`src/design/sssd_pkg.sv`:
```
package sssd_pkg;

   // Text store depth and display size
   localparam int TEXT_DEPTH = 32;
   localparam int NUM_DIGITS = 4;

   // Derived widths
   localparam int POS_W = $clog2(TEXT_DEPTH);
   localparam int SUM_W = POS_W + 1;
   localparam int LEN_W = $clog2(TEXT_DEPTH + 1);
   localparam int DIG_W = $clog2(NUM_DIGITS);

   // Register and field widths
   localparam int PERIOD_W = 10;
   localparam logic [PERIOD_W-1:0] PERIOD_RESET = 10'd500;

   // Commands
   localparam logic [1:0] CMD_TICK    = 2'd0;
   localparam logic [1:0] CMD_WRITE   = 2'd1;
   localparam logic [1:0] CMD_LENGTH  = 2'd2;
   localparam logic [1:0] CMD_RESTART = 2'd3;

   // Character codes
   localparam logic [7:0] CHAR_ZERO  = 8'h30;
   localparam logic [7:0] CHAR_LAST  = 8'h7A;
   localparam logic [7:0] CHAR_DASH  = 8'h2D;
   localparam logic [7:0] CHAR_DOT   = 8'h2E;
   localparam logic [6:0] SEG_G      = 7'h01;
   localparam logic [6:0] SEG_BLANK  = 7'h00;

   // Segment patterns from '0' up to 'z', bit6 A down to bit0 G
   localparam int GLYPH_COUNT = 75;
   localparam logic [6:0] GLYPH_TABLE [0:GLYPH_COUNT-1] = '{
      7'h7E, 7'h30, 7'h6D, 7'h79, 7'h33, 7'h5B, 7'h5F, 7'h70, 7'h7F, 7'h7B, 7'h00, 7'h00,
      7'h00, 7'h00, 7'h00, 7'h00, 7'h00, 7'h77, 7'h1F, 7'h4E, 7'h3D, 7'h4F, 7'h47, 7'h5E,
      7'h37, 7'h06, 7'h3C, 7'h57, 7'h0E, 7'h6A, 7'h15, 7'h1D, 7'h67, 7'h73, 7'h05, 7'h5B,
      7'h0F, 7'h3E, 7'h1C, 7'h5C, 7'h13, 7'h3B, 7'h6D, 7'h00, 7'h00, 7'h00, 7'h00, 7'h08,
      7'h00, 7'h77, 7'h1F, 7'h4E, 7'h3D, 7'h4F, 7'h47, 7'h5E, 7'h37, 7'h06, 7'h3C, 7'h57,
      7'h0E, 7'h6A, 7'h15, 7'h1D, 7'h67, 7'h73, 7'h05, 7'h5B, 7'h0F, 7'h3E, 7'h1C, 7'h5C,
      7'h13, 7'h3B, 7'h6D
   };

   // Decode one ASCII character to segments
   function automatic logic [6:0] glyph_of(input logic [7:0] code);
      logic [7:0] offset;
      logic [6:0] segs;
      offset = code - CHAR_ZERO;
      if (code == CHAR_DASH) begin
         segs = SEG_G;
      end else if (code < CHAR_ZERO || code > CHAR_LAST) begin
         segs = SEG_BLANK;
      end else begin
         segs = GLYPH_TABLE[offset[6:0]];
      end
      return segs;
   endfunction

endpackage

```
`src/design/scrolling_seven_segment_driver_core.sv`:
```
// Scrolling seven-segment driver: shows a text of up to 32 characters through
// a four-digit multiplexed display and bounces the window between both ends.
// Each request item carries a command in req_tuser: a tick lights the next
// digit and returns one response item (segments, decimal point, digit number
// and window position); character writes, length writes and scroll restarts
// only update state and return nothing. A character followed by '.' lights
// its decimal point and the rest of that sweep reads one place further on.
// The block takes one item per clock cycle unless a response stalls: the whole
// state update and the character decode sit between the state registers and
// the response register, and the response register accepts a new item in the
// same cycle that its old one is taken. The text store sits in flip-flops
// with a valid bit per entry, so it reads blank after reset without a clearing
// pass. csr_wr_en writes the scroll period (ticks per window step) at once.
module scrolling_seven_segment_driver_core (
   input  logic        clock,
   input  logic        reset,
   // request channel
   input  logic        req_tvalid,
   output logic        req_tready,
   input  logic [23:0] req_tdata,   // char_index[4:0], char_code[12:5], new_length[18:13]
   input  logic [1:0]  req_tuser,   // command[1:0]
   // response channel
   output logic        rsp_tvalid,
   input  logic        rsp_tready,
   output logic [15:0] rsp_tdata,   // segments[6:0], dot_on[7], digit_select[9:8],
                                    // window_start[14:10]
   // configuration
   input  logic        csr_wr_en,
   input  logic [9:0]  csr_wr_data
);

   localparam int POS_W = sssd_pkg::POS_W;
   localparam int SUM_W = sssd_pkg::SUM_W;
   localparam int LEN_W = sssd_pkg::LEN_W;
   localparam int DIG_W = sssd_pkg::DIG_W;
   localparam int PERIOD_W = sssd_pkg::PERIOD_W;
   localparam int TEXT_DEPTH = sssd_pkg::TEXT_DEPTH;

   // Request fields
   logic [1:0] command;
   logic [4:0] char_index;
   logic [7:0] char_code;
   logic [5:0] new_length;

   assign command    = req_tuser;
   assign char_index = req_tdata[4:0];
   assign char_code  = req_tdata[12:5];
   assign new_length = req_tdata[18:13];

   // State
   logic [PERIOD_W-1:0] period_ff;
   logic [7:0]          text_store_ff [TEXT_DEPTH];
   logic [TEXT_DEPTH-1:0] text_valid_ff;
   logic [TEXT_DEPTH-1:0] text_dot_ff;
   logic [LEN_W-1:0]    text_length_ff, text_length_in;
   logic [PERIOD_W-1:0] tick_count_ff, tick_count_in;
   logic [POS_W-1:0]    scroll_pos_ff, scroll_pos_in;
   logic                moving_right_ff, moving_right_in;
   logic [DIG_W-1:0]    digit_index_ff, digit_index_in;
   logic                dot_skip_ff, dot_skip_in;

   // Response register
   logic        rsp_valid_ff, rsp_valid_in;
   logic [15:0] rsp_data_ff, rsp_data_in;

   logic req_accept;
   logic is_tick;
   logic write_en;
   logic [POS_W-1:0] write_addr;

   // Tick datapath
   logic [PERIOD_W-1:0] tick_inc;
   logic                step;
   logic [POS_W-1:0]    pos_step;
   logic                dir_step;
   logic [SUM_W-1:0]    base;
   logic [SUM_W-1:0]    seg_addr;
   logic [SUM_W-1:0]    look_addr;
   logic [7:0]          seg_char;
   logic [6:0]          segs;
   logic                dot;

   // Take a new item whenever the response slot is free or being emptied
   assign req_tready = !rsp_valid_ff || rsp_tready;
   assign req_accept = req_tvalid && req_tready;
   assign is_tick    = req_accept && (command == sssd_pkg::CMD_TICK);
   assign write_en   = req_accept && (command == sssd_pkg::CMD_WRITE)
                       && (32'(char_index) < TEXT_DEPTH);
   assign write_addr = POS_W'(char_index);

   assign rsp_tvalid = rsp_valid_ff;
   assign rsp_tdata  = rsp_data_ff;

   // Scroll step and display read for one tick
   always_comb begin
      tick_inc = tick_count_ff + PERIOD_W'(1);
      step     = (tick_inc >= period_ff);
      pos_step = scroll_pos_ff;
      dir_step = moving_right_ff;
      if (step) begin
         if (!moving_right_ff) begin
            if (scroll_pos_ff < POS_W'(TEXT_DEPTH - 1)) begin
               pos_step = scroll_pos_ff + POS_W'(1);
            end
            if (32'(pos_step) + sssd_pkg::NUM_DIGITS + 32'(dot_skip_ff)
                >= 32'(text_length_ff)) begin
               dir_step = 1'b1;
            end
         end else begin
            if (scroll_pos_ff != '0) begin
               pos_step = scroll_pos_ff - POS_W'(1);
            end
            if (pos_step == '0) begin
               dir_step = 1'b0;
            end
         end
      end

      base      = SUM_W'(pos_step) + SUM_W'(digit_index_ff);
      seg_addr  = base + SUM_W'(dot_skip_ff);
      look_addr = base + SUM_W'(1);

      // Drop reads beyond the store and entries never written
      seg_char = 8'h00;
      if (seg_addr < SUM_W'(TEXT_DEPTH)) begin
         if (text_valid_ff[seg_addr[POS_W-1:0]]) begin
            seg_char = text_store_ff[seg_addr[POS_W-1:0]];
         end
      end
      segs = sssd_pkg::glyph_of(seg_char);

      // Look ahead for a decimal point inside the text
      dot = 1'b0;
      if (32'(look_addr) < 32'(text_length_ff)) begin
         dot = text_dot_ff[look_addr[POS_W-1:0]];
      end
   end

   // Next state
   always_comb begin
      text_length_in  = text_length_ff;
      tick_count_in   = tick_count_ff;
      scroll_pos_in   = scroll_pos_ff;
      moving_right_in = moving_right_ff;
      digit_index_in  = digit_index_ff;
      dot_skip_in     = dot_skip_ff;
      if (req_accept) begin
         case (command)
            sssd_pkg::CMD_TICK: begin
               tick_count_in   = step ? '0 : tick_inc;
               scroll_pos_in   = pos_step;
               moving_right_in = dir_step;
               if (digit_index_ff == DIG_W'(sssd_pkg::NUM_DIGITS - 1)) begin
                  digit_index_in = '0;
                  dot_skip_in    = 1'b0;
               end else begin
                  digit_index_in = digit_index_ff + DIG_W'(1);
                  dot_skip_in    = dot_skip_ff | dot;
               end
            end
            sssd_pkg::CMD_LENGTH: begin
               if (32'(new_length) > TEXT_DEPTH) begin
                  text_length_in = LEN_W'(TEXT_DEPTH);
               end else begin
                  text_length_in = LEN_W'(new_length);
               end
            end
            sssd_pkg::CMD_RESTART: begin
               scroll_pos_in   = '0;
               moving_right_in = 1'b0;
            end
            default: begin
            end
         endcase
      end
   end

   // Response slot: load on a tick, clear when taken
   always_comb begin
      rsp_valid_in = rsp_valid_ff;
      rsp_data_in  = rsp_data_ff;
      if (rsp_valid_ff && rsp_tready) begin
         rsp_valid_in = 1'b0;
      end
      if (is_tick) begin
         rsp_valid_in = 1'b1;
         rsp_data_in  = {1'b0, 5'(pos_step), 2'(digit_index_ff), dot, segs};
      end
   end

   // Control registers
   always_ff @(posedge clock) begin
      if (reset) begin
         period_ff       <= sssd_pkg::PERIOD_RESET;
         text_valid_ff   <= '0;
         text_dot_ff     <= '0;
         text_length_ff  <= '0;
         tick_count_ff   <= '0;
         scroll_pos_ff   <= '0;
         moving_right_ff <= 1'b0;
         digit_index_ff  <= '0;
         dot_skip_ff     <= 1'b0;
         rsp_valid_ff    <= 1'b0;
      end else begin
         if (csr_wr_en) begin
            period_ff <= csr_wr_data;
         end
         if (write_en) begin
            text_valid_ff[write_addr] <= 1'b1;
            text_dot_ff[write_addr]   <= (char_code == sssd_pkg::CHAR_DOT);
         end
         text_length_ff  <= text_length_in;
         tick_count_ff   <= tick_count_in;
         scroll_pos_ff   <= scroll_pos_in;
         moving_right_ff <= moving_right_in;
         digit_index_ff  <= digit_index_in;
         dot_skip_ff     <= dot_skip_in;
         rsp_valid_ff    <= rsp_valid_in;
      end
   end

   // Payload registers
   always_ff @(posedge clock) begin
      if (write_en) begin
         text_store_ff[write_addr] <= char_code;
      end
      rsp_data_ff <= rsp_data_in;
   end

`ifndef SYNTHESIS
   // A tick always leaves a response waiting
   assert property (@(posedge clock) disable iff (reset) is_tick |=> rsp_valid_ff)
      else $error("tick item produced no response");

   // Dot shift only lives inside a sweep, never at its first digit
   assert property (@(posedge clock) disable iff (reset)
      dot_skip_ff |-> (digit_index_ff != '0))
      else $error("dot shift survived the end of a sweep");

   // Moving right means the window is away from the left end
   assert property (@(posedge clock) disable iff (reset)
      moving_right_ff |-> (scroll_pos_ff != '0))
      else $error("moving right at position zero");

   // Window position and text length stay inside the store
   assert property (@(posedge clock) disable iff (reset)
      (32'(scroll_pos_ff) < TEXT_DEPTH) && (32'(text_length_ff) <= TEXT_DEPTH))
      else $error("window or length beyond text store");

   // A pending response is held while the sink stalls
   assert property (@(posedge clock) disable iff (reset)
      (rsp_valid_ff && !rsp_tready) |=> (rsp_valid_ff && $stable(rsp_data_ff)))
      else $error("stalled response changed");
`endif

endmodule

```
`config.mk`:
```
export PLATFORM = sky130hd
export DESIGN_NAME = scrolling_seven_segment_driver_core
export DESIGN_NICKNAME = d
export VERILOG_FILES = /design/src/design/sssd_pkg.sv /design/src/design/scrolling_seven_segment_driver_core.sv
export SDC_FILE = /design/constraint.sdc
export NUM_CORES = 1
export LEC_CHECK = 0
export BUFFER_PORTS_ARGS = -buffer_cell sky130_fd_sc_hd__buf_2
export CAP_MARGIN = 20
export CORE_MARGIN = 2
export CORE_UTILIZATION = 56
export DETAILED_ROUTE_END_ITERATION = 7
export PLACE_DENSITY = 0.82
export SYNTH_ARGS = -nofsm -noshare
export SYNTH_HDL_FRONTEND = slang
export SYNTH_SLANG_ARGS = --single-unit
```
`constraint.sdc`:
```
create_clock -name clock -period 7.4 [get_ports clock]
set_input_delay 0.74 -clock clock [delete_from_list [all_inputs] [get_ports clock]]
set_output_delay 0.74 -clock clock [all_outputs]
set_load 0.05 [all_outputs]
```
# Word level (Yosys, flattened, before mapping)

Memory sizes are Yosys's and may differ from the RTL's.
Index checks and enable logic that the tools add are counted.

Register bits after elaboration: 115
Bits in writable memories: 256
Bits in read-only memories: 896
Input bits: 41
Output and inout port bits: 18
Word-level logic and storage cells: 101
Memories: 2

$add $sub $neg: 10
$lt $le $gt $ge: 13
Eq/ne operators: 7
Multiplexer cells: 35
Bitwise logic cells: 3
Reductions and logical operators: 18

Memory list:

| memory          | depth | bits a word | read ports | clocked after Yosys merged registers in | write ports | RTL line                                  | text |
|---|---|---|---|---|---|---|---|
| (no name shown) | 128   | 7           | 1          | 0                                       | 0           | sssd_pkg.sv:53                            | `segs = GLYPH_TABLE[offset[6:0]];` |
| text_store_ff   | 32    | 8           | 1          | 0                                       | 1           | scrolling_seven_segment_driver_core.sv:52 | `logic [7:0] text_store_ff [TEXT_DEPTH];` |

Operators with widths:

| kind                  | count |
|---|---|
| $mux 5                | 8 |
| $bwmux 32             | 1 |
| $or 32x32->32         | 1 |
| $lt 5x6->1 const B    | 3 |
| $eq 8x6->1 const B    | 2 |
| $mux 8                | 2 |
| $mux 1                | 14 |
| $mux 7                | 2 |
| $add 10x1->10 const B | 1 |
| $bmux 1 s5            | 2 |
| $ge 10x10->1          | 1 |
| $mux 10               | 1 |
| $pmux 5 s2            | 1 |
| $ge 8x8->1 const B    | 1 |
| $gt 8x7->1 const B    | 1 |
| $lt 8x6->1 const B    | 1 |
| $not 7->8             | 1 |
| $add 6x1->7           | 1 |
| $ge 7x6->1            | 1 |
| $sub 7x6->7 const B   | 1 |
| $add 5x2->6           | 1 |
| $add 5x3->6 const B   | 1 |
| $add 6x1->6           | 1 |
| $add 6x1->6 const B   | 1 |
| other kinds (26)      | 36 |

# Depth between registers and ports, before layout

Gate-level depths: netlist of run 1.

Depth in word-level cells: 18
Mapped depth: 35
Depth with buffers taken out: 32

# Worst setup path before layout of run 1

OpenSTA, ideal clock, no wires.

Kind: register to register
Start point: register tick_count_ff[2]
End point: register rsp_data_ff[4] (netlist: rsp_tdata[4]) (data pin)
Setup time: 0.262 ns
Arrival time: 7.346 ns
Required time: 7.138 ns
Slack: -0.208 ns
Stages on the path, launching flop included: 33
Clock period less this slack: 7.608 ns
Cells stage by stage: dfxtp_1 and3_1 and3_1 and3_1 nand3_1 xnor2_1 ha_1 nand4_1 or3_1 buf_4 nand2_2 clkbuf_1 o22ai_1 a21oi_1 ha_1 inv_1 fa_1 inv_1 ha_1 clkbuf_1 clkbuf_1 clkbuf_1 mux4_2 mux2_2 o221ai_1 o21ai_1 and4_1 ha_1 buf_2 or4_1 and4_1 o21ai_1 a21boi_1

Longest elaborated chain between the ends: 14

Ends and longest elaborated chain:

| element                                    | RTL line                                   | text |
|---|---|---|
| from (decl)                                | scrolling_seven_segment_driver_core.sv:56  | `logic [PERIOD_W-1:0] tick_count_ff, tick_count_in;` |
| from (signal assigned)                     | scrolling_seven_segment_driver_core.sv:213 | `tick_count_ff <= tick_count_in;` |
| $add 10x1->10 (*)                          | scrolling_seven_segment_driver_core.sv:96  | `tick_inc = tick_count_ff + PERIOD_W'(1);` |
| $ge 10x10->1 (*)                           | scrolling_seven_segment_driver_core.sv:97  | `step = (tick_inc >= period_ff);` |
| $mux 5 (*)                                 | scrolling_seven_segment_driver_core.sv:100 | `if (step) begin` |
| net pos_step[0]                            | scrolling_seven_segment_driver_core.sv:74  | `logic [POS_W-1:0] pos_step;` |
| $add 5x2->6 (*)                            | scrolling_seven_segment_driver_core.sv:119 | `base = SUM_W'(pos_step) + SUM_W'(digit_index_ff);` |
| $add 6x1->6 (*)                            | scrolling_seven_segment_driver_core.sv:120 | `seg_addr = base + SUM_W'(dot_skip_ff);` |
| $bmux 1 s5                                 | scrolling_seven_segment_driver_core.sv:126 | `if (text_valid_ff[seg_addr[POS_W-1:0]]) begin` |
| $mux 1 (not written as such)               | scrolling_seven_segment_driver_core.sv:126 |  |
| $mux 8                                     | scrolling_seven_segment_driver_core.sv:126 |  |
| $mux 8 (*)                                 | scrolling_seven_segment_driver_core.sv:125 | `if (seg_addr < SUM_W'(TEXT_DEPTH)) begin` |
| $sub 7x6->7                                | sssd_pkg.sv:47                             | `offset = code - CHAR_ZERO;` |
| $not 7->8 (not written as such)            | sssd_pkg.sv:53                             |  |
| $mem_v2 128x7                              | -                                          |  |
| $mux 7 (not written as such) (2 in series) | sssd_pkg.sv:53                             |  |
| to (signal assigned)                       | scrolling_seven_segment_driver_core.sv:227 | `rsp_data_ff <= rsp_data_in;` |
| to (decl)                                  | scrolling_seven_segment_driver_core.sv:64  | `logic [15:0] rsp_data_ff, rsp_data_in;` |

The timed path passes the listed nets; every way through them passes the cells marked *. The select of a mux whose other input is x is not followed.
A chain may end at the register's enable or synchronous reset.

# Worst setup path after layout of run 1

Start point: register tick_count_ff[0]
End point: register rsp_data_ff[4] (netlist: rsp_tdata[4]) (data pin)

The elaborated chain is that of the path after synthesis.

==> results of run 1 <==
==> cell usage after synthesis (5+ instances only) <==
cell type	n
a211oi_1	14
a21oi_1	92
a22oi_1	8
a31oi_1	6
and2_1	6
and3_1	7
buf_1	5
buf_2	20
buf_4	6
clkbuf_1	41
dfxtp_1	100
edfxtp_1	271
ha_1	43
inv_1	36
mux2_2	14
mux2i_1	50
mux4_2	80
nand2_1	107
nand2b_1	12
nand3_1	26
nand3b_1	5
nand4_1	7
nor2_1	169
nor2b_1	7
nor3_1	15
nor3b_1	5
o211ai_1	17
o21ai_0	59
o21ai_1	8
or3_1	5
xnor2_1	19
xor2_1	7
==> critical path, delay by kind of cell, from the launching register on <==
| kind | cells | cell delay [ns] |
|---|---|---|
| AOI/OAI and AO/OA | 7 | 0.94 |
| xor gates and xnor gates | 2 | 0.45 |
| adders and majority gates | 5 | 1.47 |
| buffers and inverters | 4 | 0.53 |
| DFF | 1 | 0.34 |
| muxes | 1 | 0.14 |
| and+or+nand+nor | 12 | 3.20 |
==> kinds of logic after synthesis <==
kind of cell,after synthesis,share of synthesized area (%)
AND/OR/NAND/NOR,400,10.50
flip-flops,371,57.35
AO/OA/AOI/OAI,278,10.34
multiplexers,148,14.32
buffers and inverters,114,2.873
adder cells (fa/ha/maj),45,3.220
XOR/XNOR,27,1.380
other,1,0.02121
==> area by class of cell <==
type                            count  area (sq um)
Fill cell                        2156         10920
Sequential cell                   371         10140
Multi-Input combinational cell    899          7306
Clock buffer                       45          1008
Timing Repair Buffer              134         988.4
Tap cell                          402         503.0
Clock inverter                     24         300.3
Inverter                           38         148.9
==> flip-flops by register name, indices dropped and copies added (netlist names), 5 cells and up <==
signal and count:
period_ff 10, rsp_tdata 15, scroll_pos_ff 5, text_dot_ff 32, text_length_ff 6, text_store_ff 256, text_valid_ff 32, tick_count_ff 10
==> final timing paths <==
check / to / slack (ns)
worst max-delay path: rsp_tdata[4] / 0.08
worst min-delay path: period_ff[7] / 0.41
worst max register to register: rsp_tdata[4] / 0.08
worst min register to register: tick_count_ff[1] / 0.46
==> metal layers <==
metal | vias up | share of wire, %
met1 | 6118 | 38
met3 | 109 | 8.1
met4 | 0 | 3.1
met2 | 578 | 50
li1 | 5458 | -
met5 | - | 0
==> timing repair <==
action	4_1_cts	5_1_grt
resized for setup	3	43
pin swaps	0	15
gates cloned	0	2
setup endpoints to repair	3	7
buffers inserted	0	9
hold endpoints to repair	0	0
==> report_power, final <==
| part | switching, mW | internal [mW] | total [mW] |
|---|---|---|---|
| registers | 0.00506 | 2.24 | 2.24 |
| clock network | 0.833 | 1.17 | 2.00 |
| logic | 0.120 | 0.0638 | 0.183 |
| total | 0.958 | 3.47 | 4.43 |
==> metrics by stage <==
stage	setup TNS, ns	power [mW]	hold slack [ns]	utilization [%]	area, sq um
detailed placement	-0.1498	2.467	0.4614	59.76	18710
global route	-0.9300	4.540	0.4387	65.14	20400
floorplan	0	2.391	0.4348	-	17690
CTS	0	4.442	0.4076	63.98	20030
global placement	0	2.460	0.4442	59.76	18710
finish	0	4.428	0.4142	65.14	20400
==> out/qor.yml, run 1 <==
status:
  outcome: "finished, final reports clean"
yosys:
  yosysTopAreaCell: "edfxtp_1"
  yosysWarnings: 0
  ys_async_sr_fraction_pct: 0
  synthesis.nets: 1469
  ys_seq_area_share_pct: 57.35
  ys_seq_elements: 371
  syn-instance-count: 1384
  synth.area.top_cells: "edfxtp_1, dfxtp_1, mux4_2"
  yosysTopAreaCellShare_pct: 46.03
  ys_types: 93
  syn_avg_cell_area_sq_um: 12.77
  syn-cell-area_sq_um: 17680
  synth_edf_count: 271
  synth-main-ff-cell: "edfxtp_1"
sta:
  fin_skew_ns: 0.02912
  slew_headroom_pct: 24.47
  drv_slew: 0
  max_freq_mhz: 136.6
  layout_min_cycle_time_ns: 7.322
  fin_ws_ns: 0.07830
  finalCritPeriodShare_pct: 98.94
  finalSetupViolCount: 0
  finalHoldViolations: 0
  tightest_slew_ns: 1.129
routing:
  first_pass_iters: 6
  drt-wirelength-per-cell_um: 23.39
  ant_nets: 0
  drt_wl_total_um: 44750
  via_per_inst: 6.410
  drt_iter0_drc: 1575
  drc_errors: 0
  via_count: 12260
clock_network:
  clkTransAtPathRegs_ns: 0.06
  cts_buffer_depth: 3
  clk_latency_ns: 0.56
  cts_buffers: 38
  holdBufCountCts: 0
  clock_sinks: 371
  cts_tree: "built"
  clockRootBuffer: "clkbuf_16"
  htreeDepth: 2
hold_path:
  worstHoldStart: "csr_wr_data[7]"
  hold_depth: 3
  hold_path.class: "in2reg"
power:
  pwr_density_cell_nw_per_um2: 217.1
  p_leak_nw: 7.127
  ir_drop_mv: 0.2324
critical_path:
  crit_path_max_incr_delay_ns: 0.56
  cp.arrival_ns: 7.63
  cp_slowest_cell: "or4_4"
  path_max_fanout: 5
  start_kind: "flip-flop"
  worstSetupPathType: "reg2reg"
  r2r-start: "tick_count_ff[0]"
  startpoint: "tick_count_ff[0]"
  r2r_cells: 31
  crit_required_ns: 7.71
  end_kind: "flip-flop"
layout:
  nets: 1567
  syn2layout_area_growth_pct: 15.36
  antenna_cells: 0
  fin_cells: 1913
  final_common_cell: "edfxtp_1"
  drive_gt1_share_pct: 24.42
  final_cell_mix: "edfxtp_1, nor2_1, nand2_1"
placed_design:
  dp_hpwl_um: 28550
  io_buffers: 52
  gp_congestion: 0.9213
  pre_cts_ws_ns: -0.09527
  placed_cells: 1831
die:
  dieArea_sq_um: 33010
  io_pins: 59
  coreArea_sq_um: 31310
  fp-row-count: 65
  start_util_pct: 56.46
  die_w_um: 181.7
  die_h_um: 181.7
job:
  cap_violations: 0
global_routing:
  grt_max_degree: 96
  grt.total_usage_pct: 27.07
  grt_pass1_vias: 12140
  grtUsageMet2_pct: 46.67
  met1_usage_pct: 35.30
  use_met3_pct: 4.232
  grt-ovfl-total: 0
  grt_pass1_wl_um: 68660
  top_usage_layer: "met2"
  antenna_found_initial: 0
Power figures use the tool's default switching activity.
==> run 2, diff against run 1 <==
Settings changed: CORE_UTILIZATION 56 to 35, CTS_BUF_LIST set to sky130_fd_sc_hd__clkbuf_16, PLACE_DENSITY 0.82 to 0.58.
==> run 2 against run 1 <==
Effect of this change:
- hold slack got worse by 0.0097 ns
- critical path depth increased by 2
- count of clock-buffer cells in the layout decreased by 4
- worst setup slack improved by 0.13 ns
- core utilization decreased by 23 points
- first-iteration DRC count decreased by 45%
- largest cell class unchanged
==> out/qor.yml, run 2 (synthesized netlist as in run 1, its figures left out) <==
routing:
  ant_nets: 0  # unchanged
  via_per_inst: 5.324  # -17%
  drt_wl_total_um: 45480  # +1.6%
  via_count: 11800  # -3.8%
  drt-wirelength-per-cell_um: 20.53  # -12%
  first_pass_iters: 5  # -1
  drt_iter0_drc: 859  # -45%
  drc_errors: 0  # unchanged
global_routing:
  grt.total_usage_pct: 17.02  # -10 points
  grt_pass1_wl_um: 68790  # +0.19%
  grt_pass1_vias: 11600  # -4.5%
  grt_max_degree: 50  # -48%
  grt-ovfl-total: 0  # unchanged
  antenna_found_initial: 0  # unchanged
placed_design:
  dp_hpwl_um: 30680  # +7.5%
  io_buffers: 52  # unchanged
  gp_congestion: 0.8762  # -4.9%
  pre_cts_ws_ns: -0.1196  # -0.02434 ns
status:
  outcome: "finished, final reports clean"
clock_network:
  clk_latency_ns: 0.56  # about the same
  holdBufCountCts: 0  # unchanged
  htreeDepth: 2  # unchanged
  cts_buffer_depth: 3  # unchanged
  clockRootBuffer: "clkbuf_16"
  clkTransAtPathRegs_ns: 0.06  # about the same
  cts_buffers: 40  # +5.3%
  clock_sinks: 371  # unchanged
  cts_tree: "built"
layout:
  drive_gt1_share_pct: 25.58  # +1.2 points
  largestRegisters: "text_store_ff x256, text_dot_ff x32, text_valid_ff x32"
  final_core_util_pct: 42.10  # -23 points
  multi_input_area_sq_um: 7381  # +1.0%
  antenna_cells: 0  # unchanged
  largest_reg_flops: 256  # unchanged
  regArea_sq_um: 10140  # about the same
  nets: 1600  # +2.1%
  n_fill_cell: 4616  # +110%
  final_cell_mix: "edfxtp_1, nor2_1, nand2_1"
  top_register: "text_store_ff"
  syn2layout_area_growth_pct: 18.99
  final_common_cell: "edfxtp_1"
critical_path:
  path_buf_inv: 5  # +1
  path_max_fanout: 7  # +2
  crit_path_max_incr_delay_ns: 0.55  # about the same
  worstSetupPathType: "reg2reg"
  cp.arrival_ns: 7.49  # -0.14 ns
  crit_family: "simple AND/OR/NAND/NOR gates"
  start_kind: "flip-flop"
  cp_slowest_cell: "or4_4"
  crit_required_ns: 7.69  # -0.02 ns
  end_kind: "flip-flop"
power:
  p_leak_nw: 7.340  # +3.0%
  ir_drop_mv: 0.1704  # -27%
  power.total_mw: 4.391  # -0.82%
  pwr_density_cell_nw_per_um2: 208.8  # -3.8%
sta:
  slew_headroom_pct: 26.64  # +2.2 points
  fin_ws_ns: 0.2041  # +0.1258 ns
  layout_min_cycle_time_ns: 7.196  # -0.1258 ns
  finalSetupTns_ns: 0  # unchanged
  finalCritPeriodShare_pct: 97.24  # -1.7 points
  fin_skew_ns: 0.01749  # -0.01163 ns
  drv_slew: 0  # unchanged
  finalHoldViolations: 0  # unchanged
  finalSetupViolCount: 0  # unchanged
  tightest_slew_ns: 1.096  # -0.03240 ns
  max_freq_mhz: 139.0  # +1.7%
die:
  dieArea_sq_um: 52330  # +59%
  fp-row-count: 82  # +26%
  io_pins: 59  # unchanged
  die_w_um: 228.8  # +26%
  coreArea_sq_um: 49970  # +60%
  start_util_pct: 35.38  # -21 points
  die_h_um: 228.8  # +26%
job:
  cap_violations: 0  # unchanged
hold_path:
  hold_path.class: "in2reg"
-- run 2: cell count changes in the layout (fill, tap and decap cells not counted), moves of 4 or more --
cell	previous run	this run
buf_4	75	102
inv_1	34	44
clkinv_1	3	10
clkbuf_1	5	0
buf_6	0	4
clkinvlp_4	5	1
mux2i_2	6	2
-- run 2: worst paths after layout --
check                    startpoint                end  slack, ns  cells past startpoint
setup / recovery   tick_count_ff[0]       rsp_tdata[4]       0.20                     33
hold / removal       csr_wr_data[6]       period_ff[6]       0.40                      3
setup reg to reg   tick_count_ff[0]       rsp_tdata[4]       0.20                     33
hold reg to reg   text_valid_ff[20]  text_valid_ff[20]       0.46                      2
-- run 2: final cells by class --
cell class | count | area share (%)
Inverter | 38 | 0.7078
Clock buffer | 41 | 4.877
Sequential cell | 371 | 48.22
Tap cell | 672 | 3.997
Multi-Input combinational cell | 899 | 35.09
Clock inverter | 30 | 1.261
Timing Repair Buffer | 165 | 5.853
-- run 2: through the flow --
step	instance area, sq um	std cells	hold slack [ns]
floorplan	17690	1384	0.4348
global placement	19280	2129	0.4447
detailed placement	19330	2133	0.4530
CTS	20640	2204	0.3790
global route	21040	2216	0.3916
finish	21040	2216	0.4045
-- run 2: tightest hold or removal path, delay by kind of cell --
family | cells | cell delay, ns
buffers and inverters | 1 | 0.08
AOI/OAI and AO/OA | 1 | 0.06
and+or+nand+nor | 1 | 0.04
-- run 2: power breakdown --
group          leakage, nW  internal [mW]  switching (mW)
Combinational         3.42         0.0644           0.118
Clock                0.665           1.15           0.818
Sequential            3.26           2.24         0.00452
-- run 2: what timing repair did --
item,CTS,global route
gates cloned,0,1
setup buffers,0,11
endpoints found under the setup margin,3,7
endpoints found under the hold margin,0,0
resized for setup,6,54
pin swaps,1,19
-- run 2: layer usage --
layer / vias to the layer above / global-route usage (%) / wire length, um
met5: - / 0 / 0
met4: 0 / 4.208 / 845
met3: 60 / 2.333 / 1832
met2: 254 / 29.45 / 22960
met1: 5973 / 22.55 / 19850
li1: 5512 / - / -
==> run 3, diff against run 2 <==
Settings changed: CTS_BUF_LIST sky130_fd_sc_hd__clkbuf_16 to sky130_fd_sc_hd__clkbuf_4 sky130_fd_sc_hd__clkbuf_8.
==> run 3 against run 2 <==
Effect of this change:
- maximum frequency hardly changed
- worst setup slack worse by 0.0023 ns
- first-iteration DRC count shrank 1.9%
- total power decreased by 1.5%
- final area increased by 0.14%
- clock skew up 0.030 ns
- sequential power hardly changed
- critical path depth is the same
- critical path type unchanged
==> out/qor.yml, run 3 (synthesized netlist as in run 1, its figures left out) <==
status:
  outcome: "finished, final reports clean"
power:
  ir_drop_mv: 0.1718  # +0.83%
  pwr_density_cell_nw_per_um2: 205.4  # -1.6%
  p_leak_nw: 7.393  # +0.71%
layout:
  nets: 1627  # +1.7%
  drive_gt1_share_pct: 28.28  # +2.7 points
  largestRegisters: "text_store_ff x256, text_dot_ff x32, text_valid_ff x32"
  syn2layout_area_growth_pct: 19.16
  final_cell_mix: "edfxtp_1, nor2_1, buf_4"
  regArea_sq_um: 10140  # unchanged
  n_fill_cell: 4621  # +0.11%
  final_common_cell: "edfxtp_1"
  antenna_cells: 0  # unchanged
  final_core_util_pct: 42.16  # +0.060 points
  top_register: "text_store_ff"
  largest_reg_flops: 256  # unchanged
  multi_input_area_sq_um: 7357  # -0.32%
sta:
  finalHoldViolations: 0  # unchanged
  finalSetupViolCount: 0  # unchanged
  max_freq_mhz: 138.9  # about the same
  fin_ws_ns: 0.2018  # -0.002338 ns
  tightest_slew_ns: 1.118  # +0.02214 ns
  finalCritPeriodShare_pct: 97.27  # about the same
  fin_skew_ns: 0.04738  # +0.02989 ns
  layout_min_cycle_time_ns: 7.198  # +0.002338 ns
  slew_headroom_pct: 25.16  # -1.5 points
  drv_slew: 0  # unchanged
clock_network:
  cts_buffer_depth: 3  # unchanged
  holdBufCountCts: 0  # unchanged
  cts_buffers: 61  # +53%
  clock_sinks: 371  # unchanged
  clkTransAtPathRegs_ns: 0.06  # about the same
  clk_latency_ns: 0.67  # +0.11 ns
  cts_tree: "built"
  clockRootBuffer: "clkbuf_8"
  htreeDepth: 2  # unchanged
job:
  cap_violations: 0  # unchanged
placed_design:
  io_buffers: 52  # unchanged
  dp_hpwl_um: 30680  # unchanged
  pre_cts_ws_ns: -0.1196  # unchanged
  gp_congestion: 0.8762  # unchanged
hold_path:
  worstHoldStart: "csr_wr_data[6]"
  min_to: "period_ff[6]"
  hold_depth: 3  # unchanged
  hold_path.class: "in2reg"
critical_path:
  path_buf_inv: 5  # unchanged
  path_max_fanout: 7  # unchanged
  crit_family: "simple AND/OR/NAND/NOR gates"
  r2r_cells: 33  # unchanged
  crit_path_max_incr_delay_ns: 0.57  # +0.02 ns
  crit_required_ns: 7.77  # +0.08 ns
  cp_slowest_cell: "or4_4"
  r2r_slack_ns: 0.20  # about the same
  r2r-start: "tick_count_ff[0]"
  worstSetupPathType: "reg2reg"
  end_kind: "flip-flop"
  cp.arrival_ns: 7.57  # +0.08 ns
  start_kind: "flip-flop"
  r2r-end: "rsp_tdata[4]"
die:
  start_util_pct: 35.38  # unchanged
  die_h_um: 228.8  # unchanged
  coreArea_sq_um: 49970  # unchanged
  dieArea_sq_um: 52330  # unchanged
  io_pins: 59  # unchanged
  fp-row-count: 82  # unchanged
  die_w_um: 228.8  # unchanged
global_routing:
  grt_pass1_vias: 11780  # +1.5%
  grt.total_usage_pct: 17.12  # +0.097 points
  grt-ovfl-total: 0  # unchanged
  antenna_found_initial: 0  # unchanged
  grt_max_degree: 50  # unchanged
  grt_pass1_wl_um: 69320  # +0.76%
routing:
  via_per_inst: 5.224  # -1.9%
  ant_nets: 0  # unchanged
  via_count: 11840  # +0.37%
  drt_wl_total_um: 45660  # +0.38%
  drc_errors: 0  # unchanged
  first_pass_iters: 5  # unchanged
  drt_iter0_drc: 843  # -1.9%
  drt-wirelength-per-cell_um: 20.14  # -1.9%
run 3: changes by cell type in the layout (fill, tap and decap cells not counted), moves of 2 or more:
cell,change
buf_4,+6
clkbuf_16,-41
clkbuf_4,+20
clkbuf_8,+66
clkinv_1,+3
clkinv_2,+7
clkinvlp_4,+2
inv_1,-9
run 3: what timing repair did:
item | 4_1_cts | 5_1_grt
gates resized for setup | 8 | 49
cloned | 0 | 1
endpoints found under the setup margin | 4 | 7
setup buffers | 0 | 16
pin swaps | 0 | 19
run 3: area by class of cell:
type                    count  area share, %
clock buffers              85          4.959
clock inverters            31          1.241
inverters                  38         0.7068
multi-input cells         899          34.92
flip-flops and latches    371          48.15
well taps                 672          3.991
repair buffers            171          6.028
run 3: worst max path at each step:
stage | slack [ns] | to | start | depth (start not counted)
floorplan | 0.006 | rsp_tdata[4] | tick_count_ff[2] | 34
global placement | -0.18 | rsp_tdata[6] | tick_count_ff[0] | 33
detailed placement | -0.12 | rsp_tdata[6] | tick_count_ff[0] | 33
CTS | -0.06 | rsp_tdata[1] | tick_count_ff[0] | 33
global route | -0.06 | rsp_tdata[6] | tick_count_ff[0] | 34
finish | 0.20 | rsp_tdata[4] | tick_count_ff[0] | 33
run 3: through the flow:
stage / cells / cell area, sq um / power [mW] / setup TNS [ns] / hold slack, ns
2_1_floorplan: 1384 / 17690 / 2.391 / 0 / 0.4348
3_3_place_gp: 2129 / 19280 / 2.466 / -0.1865 / 0.4447
3_5_place_dp: 2133 / 19330 / 2.469 / -0.1196 / 0.4530
4_1_cts: 2249 / 20670 / 4.371 / -0.07583 / 0.2443
5_1_grt: 2267 / 21070 / 4.480 / -0.2185 / 0.2587
6_report: 2267 / 21070 / 4.328 / 0 / 0.2928
run 3: layer usage:
layer  vias up  wire (um)  global-route usage [%]
li1       5576          -                       -
met1      5937      19690                   22.32
met2       274      23070                   29.62
met3        56       2092                   2.657
met4         0        803                   4.636
met5         -          0                       0
run 3: worst min-delay path, delay by kind of cell:
family	cells	cell delay, ns
simple gates	1	0.04
buf+inv	1	0.08
compound gates	1	0.06
run 3: power by group:
| part | total, mW | switching, mW | internal [mW] |
|---|---|---|---|
| registers | 2.24 | 0.00455 | 2.24 |
| logic | 0.184 | 0.119 | 0.0650 |
| clock network | 1.90 | 0.839 | 1.06 |
